<file path="src/rtl/ufsf_pkg.sv">
// ----------------------------------------------------------------------------
// ufsf_pkg
// Shared types and codes for the spanning forest block: request and result
// payloads, the microcode control word, datapath status flags and the codes
// that the control word carries.
// ----------------------------------------------------------------------------
package ufsf_pkg;

  // fixed field widths
  localparam int NODE_W = 11;
  localparam int ENUM_W = 16;
  localparam int STEP_W = 4;

  // request payload
  typedef struct packed {
    logic [NODE_W-1:0] first_node;
    logic [NODE_W-1:0] second_node;
    logic              last_edge;
  } ufsf_in_t;

  // result payload
  typedef struct packed {
    logic              joined;
    logic [ENUM_W-1:0] edge_number;
    logic [NODE_W-1:0] components;
    logic              connected;
    logic              final_res;
    logic              bad_node;
  } ufsf_out_t;

  // microprogram step addresses
  localparam logic [STEP_W-1:0] S_IDLE   = 4'd0;
  localparam logic [STEP_W-1:0] S_CHECK  = 4'd1;
  localparam logic [STEP_W-1:0] S_WALK   = 4'd2;
  localparam logic [STEP_W-1:0] S_REWIND = 4'd3;
  localparam logic [STEP_W-1:0] S_CTEST  = 4'd4;
  localparam logic [STEP_W-1:0] S_CPATH  = 4'd5;
  localparam logic [STEP_W-1:0] S_PHASE  = 4'd6;
  localparam logic [STEP_W-1:0] S_LOAD_B = 4'd7;
  localparam logic [STEP_W-1:0] S_READ_B = 4'd8;
  localparam logic [STEP_W-1:0] S_LINK   = 4'd9;
  localparam logic [STEP_W-1:0] S_EMIT   = 4'd10;

  // branch conditions
  localparam logic [3:0] C_NEVER       = 4'd0;
  localparam logic [3:0] C_ALWAYS      = 4'd1;
  localparam logic [3:0] C_NO_REQ      = 4'd2;
  localparam logic [3:0] C_BAD         = 4'd3;
  localparam logic [3:0] C_RD_NE_CUR   = 4'd4;
  localparam logic [3:0] C_CUR_EQ_ROOT = 4'd5;
  localparam logic [3:0] C_RD_NE_ROOT  = 4'd6;
  localparam logic [3:0] C_PHASE_B     = 4'd7;
  localparam logic [3:0] C_OUT_BUSY    = 4'd8;

  // walk pointer operations
  localparam logic [1:0] CUR_HOLD   = 2'd0;
  localparam logic [1:0] CUR_START  = 2'd1;
  localparam logic [1:0] CUR_FOLLOW = 2'd2;
  localparam logic [1:0] CUR_SECOND = 2'd3;

  // parent memory read operations
  localparam logic [1:0] RD_NONE = 2'd0;
  localparam logic [1:0] RD_CUR  = 2'd1;
  localparam logic [1:0] RD_DATA = 2'd2;

  // one microcode word
  typedef struct packed {
    logic [3:0]        cond;
    logic [STEP_W-1:0] jmp;
    logic [STEP_W-1:0] nxt;
    logic              take;
    logic [1:0]        cur_op;
    logic [1:0]        rd_op;
    logic              wr_path;
    logic              root_ld;
    logic              link;
    logic              out_ld;
  } ufsf_ctrl_t;

  // datapath status seen by the sequencer
  typedef struct packed {
    logic clr_busy;
    logic bad;
    logic rd_ne_cur;
    logic cur_eq_root;
    logic rd_ne_root;
    logic phase_b;
  } ufsf_flags_t;

endpackage

</file>
<file path="src/rtl/ufsf_seq.sv">
// ----------------------------------------------------------------------------
// ufsf_seq
// Microcode sequencer: step counter, control store and branch unit. Each
// step issues one control word and picks the jump or the next address.
// ----------------------------------------------------------------------------
module ufsf_seq
  import ufsf_pkg::*;
(
  input  logic        clk,
  input  logic        rst_n,
  input  logic        in_valid,
  input  logic        out_busy,
  input  ufsf_flags_t flags,
  output ufsf_ctrl_t  ctrl
);

  logic [STEP_W-1:0] upc_r;
  logic [STEP_W-1:0] upc_nxt;
  ufsf_ctrl_t        cw;
  logic              hit;

  // control store
  always_comb begin
    cw      = '0;
    cw.cond = C_ALWAYS;
    cw.jmp  = S_IDLE;
    cw.nxt  = S_IDLE;
    unique case (upc_r)
      S_IDLE: begin
        // wait for a request and latch it
        cw.cond = C_NO_REQ;
        cw.jmp  = S_IDLE;
        cw.nxt  = S_CHECK;
        cw.take = 1'b1;
      end
      S_CHECK: begin
        // bad labels go straight to the result
        cw.cond  = C_BAD;
        cw.jmp   = S_EMIT;
        cw.nxt   = S_WALK;
        cw.rd_op = RD_CUR;
      end
      S_WALK: begin
        // one parent hop per step until a node points at itself
        cw.cond    = C_RD_NE_CUR;
        cw.jmp     = S_WALK;
        cw.nxt     = S_REWIND;
        cw.cur_op  = CUR_FOLLOW;
        cw.rd_op   = RD_DATA;
        cw.root_ld = 1'b1;
      end
      S_REWIND: begin
        cw.cond   = C_NEVER;
        cw.nxt    = S_CTEST;
        cw.cur_op = CUR_START;
      end
      S_CTEST: begin
        cw.cond  = C_CUR_EQ_ROOT;
        cw.jmp   = S_PHASE;
        cw.nxt   = S_CPATH;
        cw.rd_op = RD_CUR;
      end
      S_CPATH: begin
        // re-point each node on the path at the root
        cw.cond    = C_RD_NE_ROOT;
        cw.jmp     = S_CPATH;
        cw.nxt     = S_PHASE;
        cw.wr_path = 1'b1;
        cw.cur_op  = CUR_FOLLOW;
        cw.rd_op   = RD_DATA;
      end
      S_PHASE: begin
        cw.cond = C_PHASE_B;
        cw.jmp  = S_LINK;
        cw.nxt  = S_LOAD_B;
      end
      S_LOAD_B: begin
        cw.cond   = C_NEVER;
        cw.nxt    = S_READ_B;
        cw.cur_op = CUR_SECOND;
      end
      S_READ_B: begin
        cw.cond  = C_ALWAYS;
        cw.jmp   = S_WALK;
        cw.rd_op = RD_CUR;
      end
      S_LINK: begin
        cw.cond = C_NEVER;
        cw.nxt  = S_EMIT;
        cw.link = 1'b1;
      end
      S_EMIT: begin
        // hold until the output register is free
        cw.cond   = C_OUT_BUSY;
        cw.jmp    = S_EMIT;
        cw.nxt    = S_IDLE;
        cw.out_ld = 1'b1;
      end
      default: begin
        cw.cond = C_ALWAYS;
        cw.jmp  = S_IDLE;
      end
    endcase
  end

  // branch condition
  always_comb begin
    unique case (cw.cond)
      C_NEVER:       hit = 1'b0;
      C_ALWAYS:      hit = 1'b1;
      C_NO_REQ:      hit = ~(in_valid & ~flags.clr_busy);
      C_BAD:         hit = flags.bad;
      C_RD_NE_CUR:   hit = flags.rd_ne_cur;
      C_CUR_EQ_ROOT: hit = flags.cur_eq_root;
      C_RD_NE_ROOT:  hit = flags.rd_ne_root;
      C_PHASE_B:     hit = flags.phase_b;
      C_OUT_BUSY:    hit = out_busy;
      default:       hit = 1'b1;
    endcase
  end

  assign upc_nxt = hit ? cw.jmp : cw.nxt;
  assign ctrl    = cw;

  // step counter
  always_ff @(posedge clk) begin
    if (!rst_n) begin
      upc_r <= S_IDLE;
    end else begin
      upc_r <= upc_nxt;
    end
  end

endmodule

</file>
<file path="config.mk">
export PLATFORM = sky130hd
export DESIGN_NAME = ufsf_seq
export DESIGN_NICKNAME = d
export VERILOG_FILES = /design/src/rtl/ufsf_pkg.sv /design/src/rtl/ufsf_seq.sv
export SDC_FILE = /design/constraint.sdc
export NUM_CORES = 1
export LEC_CHECK = 0
export BUFFER_PORTS_ARGS = -buffer_cell sky130_fd_sc_hd__buf_2
export CAP_MARGIN = 20
export CORE_AREA = 8 8 50 52
export CTS_BUF_LIST = sky130_fd_sc_hd__clkbuf_16
export DETAILED_ROUTE_END_ITERATION = 8
export DIE_AREA = 0 0 58 60
export HOLD_SLACK_MARGIN = 0.1
export PLACE_DENSITY = 0.62
export SYNTH_ARGS = -nofsm -noshare
export SYNTH_HDL_FRONTEND = slang
export SYNTH_SLANG_ARGS = --single-unit
</file>
<file path="constraint.sdc">
create_clock -name clk -period 2.15 [get_ports clk]
set_clock_uncertainty 0.1 [all_clocks]
set_input_delay 0.3225 -clock clk [delete_from_list [all_inputs] [get_ports clk]]
set_output_delay 0.3225 -clock clk [all_outputs]
set_load 0.005 [all_outputs]
</file>
## Word level (Yosys, flattened, before mapping)

Cells that the tools add are included.

| word-level totals | value |
|---|---|
| register bits after elaboration | 4 |
| bits of input ports | 10 |
| output and inout bits | 21 |
| logic and storage cells | 40 |

| operators by class | value |
|---|---|
| equality and inequality tests | 17 |
| muxes and demuxes | 12 |
| bitwise operators | 3 |
| reduce and logical (&&, ||, !) cells | 7 |

Operator list:

| cell | count |
|---|---|
| 4-bit case mux with 9 select lines | 1 |
| 4-bit by 3-bit == test with 1-bit output, second input constant | 8 |
| 4-bit case mux with 8 select lines | 1 |
| 4-bit case mux with 5 select lines | 1 |
| 4-bit by 2-bit == test with 1-bit output, second input constant | 4 |
| 4-bit == test, second input constant | 4 |
| 4-bit logical NOT | 2 |
| 1-bit case mux with 8 select lines | 1 |
| 2-bit case mux with 3 select lines | 1 |
| 2-bit OR reduction | 3 |
| 3-bit OR reduction | 2 |
| 1-bit two-way mux | 5 |
| 4-bit by 1-bit == test with 1-bit output, second input constant | 1 |
| 4-bit two-way mux | 1 |
| 2-bit case mux with 2 select lines | 1 |
| 1-bit inverter | 2 |
| 1-bit AND | 1 |

## Logic depth before layout (Yosys ltp)

| depth | value |
|---|---|
| depth after elaboration | 6 |
| depth in mapped cells | 7 |
| mapped depth without buffers | 5 |

## Worst setup path before layout

No wires, ideal clock.

| timing | value |
|---|---|
| path kind | register to output |
| start | register upc_r[2] |
| end | output port ctrl[4] (netlist bit) |
| arrival time | 1.067 ns |
| required time | 1.727 ns |
| setup slack | 0.660 ns |
| stages on the path, launching flop included | 6 |
| path buffers | 1 |
| path through | dfxtp_1 > buf_4 > inv_2 > nand2_1 > and3_1 > a211oi_1 |

RTL lines:

| item | RTL line | source |
|---|---|---|
| start, declared | ufsf_seq.sv:17 | `logic [STEP_W-1:0] upc_r;` |
| start signal, assigned | ufsf_seq.sv:130 | `upc_r <= upc_nxt;` |
| end, declared | ufsf_seq.sv:14 | `output ufsf_ctrl_t ctrl` |

==> impl_metrics.toml <==
[pwr]
swShare_pct = 41.1
leakage_nw = 0.396
p_switching_w = 0.000446
finalPower_w = 0.00108
p_clk_share_pct = 26.5
ir_worst_vdd_v = 0.000766
combinationalPowerShare_pct = 56.8
internal-power_w = 0.000638
pwr-share-seq_pct = 16.7
p_per_area_mw_per_mm2 = 1400

[min_path]
whs_path_depth = 3
holdPathEnd = "upc_r[1]"
min_from = "rst_n"
hp-class = "in -> reg"

[cts]
cts_buffers = 3
clockBufferDepth = 2
cts_tree = "done"
cts.repair_timing.setup_buffer_count = 0
root_buffer = "clkbuf_16"
cts-htree-levels = 1
holdBufCountCts = 0
path_clk_slew_ps = 30
cts.sinks = 4
clock_latency_ps = 220

[die]
fp-row-count = 16
dieWidth_um = 58
fp.dieArea_mm2 = 0.00348
start_util_pct = 31.8
ios = 31
die_h_um = 60
coreArea_mm2 = 0.00180

[timing]
fin_crit_ps = 2060
hold_viol_final = 0
slew_headroom_pct = 73.6
fmax_ghz = 0.486
rsz0062_at_grt = "no"
fin_crit_sh_pct = 95.6
fin_ws_ps = 94.4
holdWs_ps = 300
setup_viol = 0
worst_pin_slew_ps = 395
slew_viol_final = 0
tns_ps = 0

[place]
pre_cts_ws_ps = 331
portBuffers = 30
hpwl_mm = 1.43
place_congestion = 0.829

[route]
num_vias = 686
vias_per_cell = 5.20
wl_met2_um = 829
dr_wl_met3_um = 108
routed_wl_mm = 1.79
ant_nets = 0
drc = 0
firstDrtPassIters = 4
drt_iter0_markers = 44
wl_per_cell_um = 13.5
top_layer_used = "met4"
met1_length_um = 845

[worst_setup_path]
required_ps = 1730
rr_startpoint = "upc_r[2]"
reg2reg_to = "upc_r[3]"
reg2regPathDepth = 5
criticalPathCategory = "reg -> out"
critPathMaxFanout = 12
reg2reg_slack_ps = 490
arrival_ps = 1630
critPathCaptureType = "output pin"
start_kind = "flop"

[cells_and_area]
final_cell_mix = "buf_2 (30), nor2_1 (17), nand2_1 (9)"
fillers = 198
area_growth_pct = 35.2
final_common_cell = "buf_2"
largestRegisters = "upc_r x4"
n_antenna_cell = 0
largest_reg_flops = 4
nNetsFinal = 126
drive_gt1_share_pct = 35.1
regMostFlops = "upc_r"

[synthesis]
yosysWarnings = 0
seq_area_frac_synth_pct = 14.0
synth_area_leader_cell = "dfxtp_1"
avgSynthCellArea_um2 = 6.59
synth_area_leaders = "dfxtp_1 (14%), nor2_1 (11%), mux2i_1 (8.7%)"
netlist_area_um2 = 573
yosys.cell_types.count = 29
syn_inst = 87
yosysTopAreaCellShare_pct = 14.0
syn_nets = 97
synth.ff_latch_count = 4

[global_routing]
gr-usage-all-layers_pct = 10.3
grt_first_pass_wirelength_mm = 2.92
grt_pass1_vias = 689
grt_max_degree = 19
grt_antenna_before_repair = 0
gr-total-overflow = 0

[job]
cap_violations = 0

[outcome]
outcome = "completed"
-- repair_timing --
action | in CTS | in global routing
endpoints found under the hold margin | 0 | 0
endpoints found under the setup margin | 0 | 4
resized for setup | 0 | 1
-- cells in the mapped netlist --
library cell	n
nor2b_1	1
nand2_2	1
inv_1	2
nand2_1	9
nand2b_1	8
nor3_1	1
a21o_1	1
and3_1	3
xnor2_1	2
a22oi_1	1
a211oi_1	1
and2_1	2
a31o_1	1
mux2i_1	5
dfxtp_1	4
clkbuf_1	1
nor2_1	17
a211o_1	1
o21ai_0	4
inv_2	1
buf_6	3
buf_2	2
nand4_4	1
o22ai_1	2
or2_1	2
o21ai_1	2
buf_4	2
a21oi_1	6
o21ai_2	1
-- routing by layer --
| metal | vias to the layer above | global-route usage (%) |
|---|---|---|
| met5 | - | 0 |
| met4 | 0 | 5.59 |
| met3 | 2 | 3.01 |
| met2 | 31 | 17.4 |
| met1 | 309 | 11.5 |
| li1 | 344 | - |
-- layout make-up --
type | count | area (um^2) | area share (%)
Multi-Input combinational cell | 72 | 419 | 54.1
Timing Repair Buffer | 32 | 165 | 21.3
Sequential cell | 4 | 81.3 | 10.5
Clock buffer | 3 | 75.1 | 9.69
Tap cell | 18 | 22.5 | 2.91
Inverter | 3 | 11.3 | 1.45
-- worst max-delay path, cell delays in order, from the launching register on --
cell,delay [ps]
dfxtp_1,550
or2_1,320
o21ai_0,110
a211o_1,300
buf_2,130
-- power by group through the flow --
stage	clock network (W)	registers [W]	logic, W
after floorplan	0	0.000103	0.000502
after global placement	0	0.000176	0.000617
after detailed placement	0	0.000177	0.000619
after CTS	0.000292	0.000176	0.000621
after global routing	0.000298	0.000191	0.000682
final	0.000287	0.000180	0.000615
-- cells by family (layout without fill, tap and decap cells) --
family,count (synthesis),after routing,share of synthesized area [%]
flip-flops,4,4,14.0
AO/OA/AOI/OAI,20,20,21.2
multiplexers,5,5,8.73
buffers and inverters,11,38,12.9
AND/OR/NAND/NOR,45,45,40.2
XOR/XNOR,2,2,3.06
-- how the worst max path moves through the flow --
stage                         from  endpoint  cells past startpoint
after floorplan           upc_r[2]   ctrl[4]                      5
after global placement    upc_r[1]  ctrl[16]                      4
after detailed placement  upc_r[1]   ctrl[5]                      5
after CTS                 upc_r[2]  ctrl[17]                      4
after global routing      upc_r[2]  ctrl[17]                      4
final                     upc_r[2]  ctrl[17]                      4
-- per-stage QoR --
step / utilization (%) / std cells / area [um^2]
6_report: 43.0 / 132 / 774
5_1_grt: 43.0 / 132 / 774
4_1_cts: 42.9 / 132 / 773
3_5_place_dp: 38.8 / 129 / 698
3_3_place_gp: 38.8 / 129 / 698
2_1_floorplan: - / 87 / 573
(Power assumes the default switching activity.)
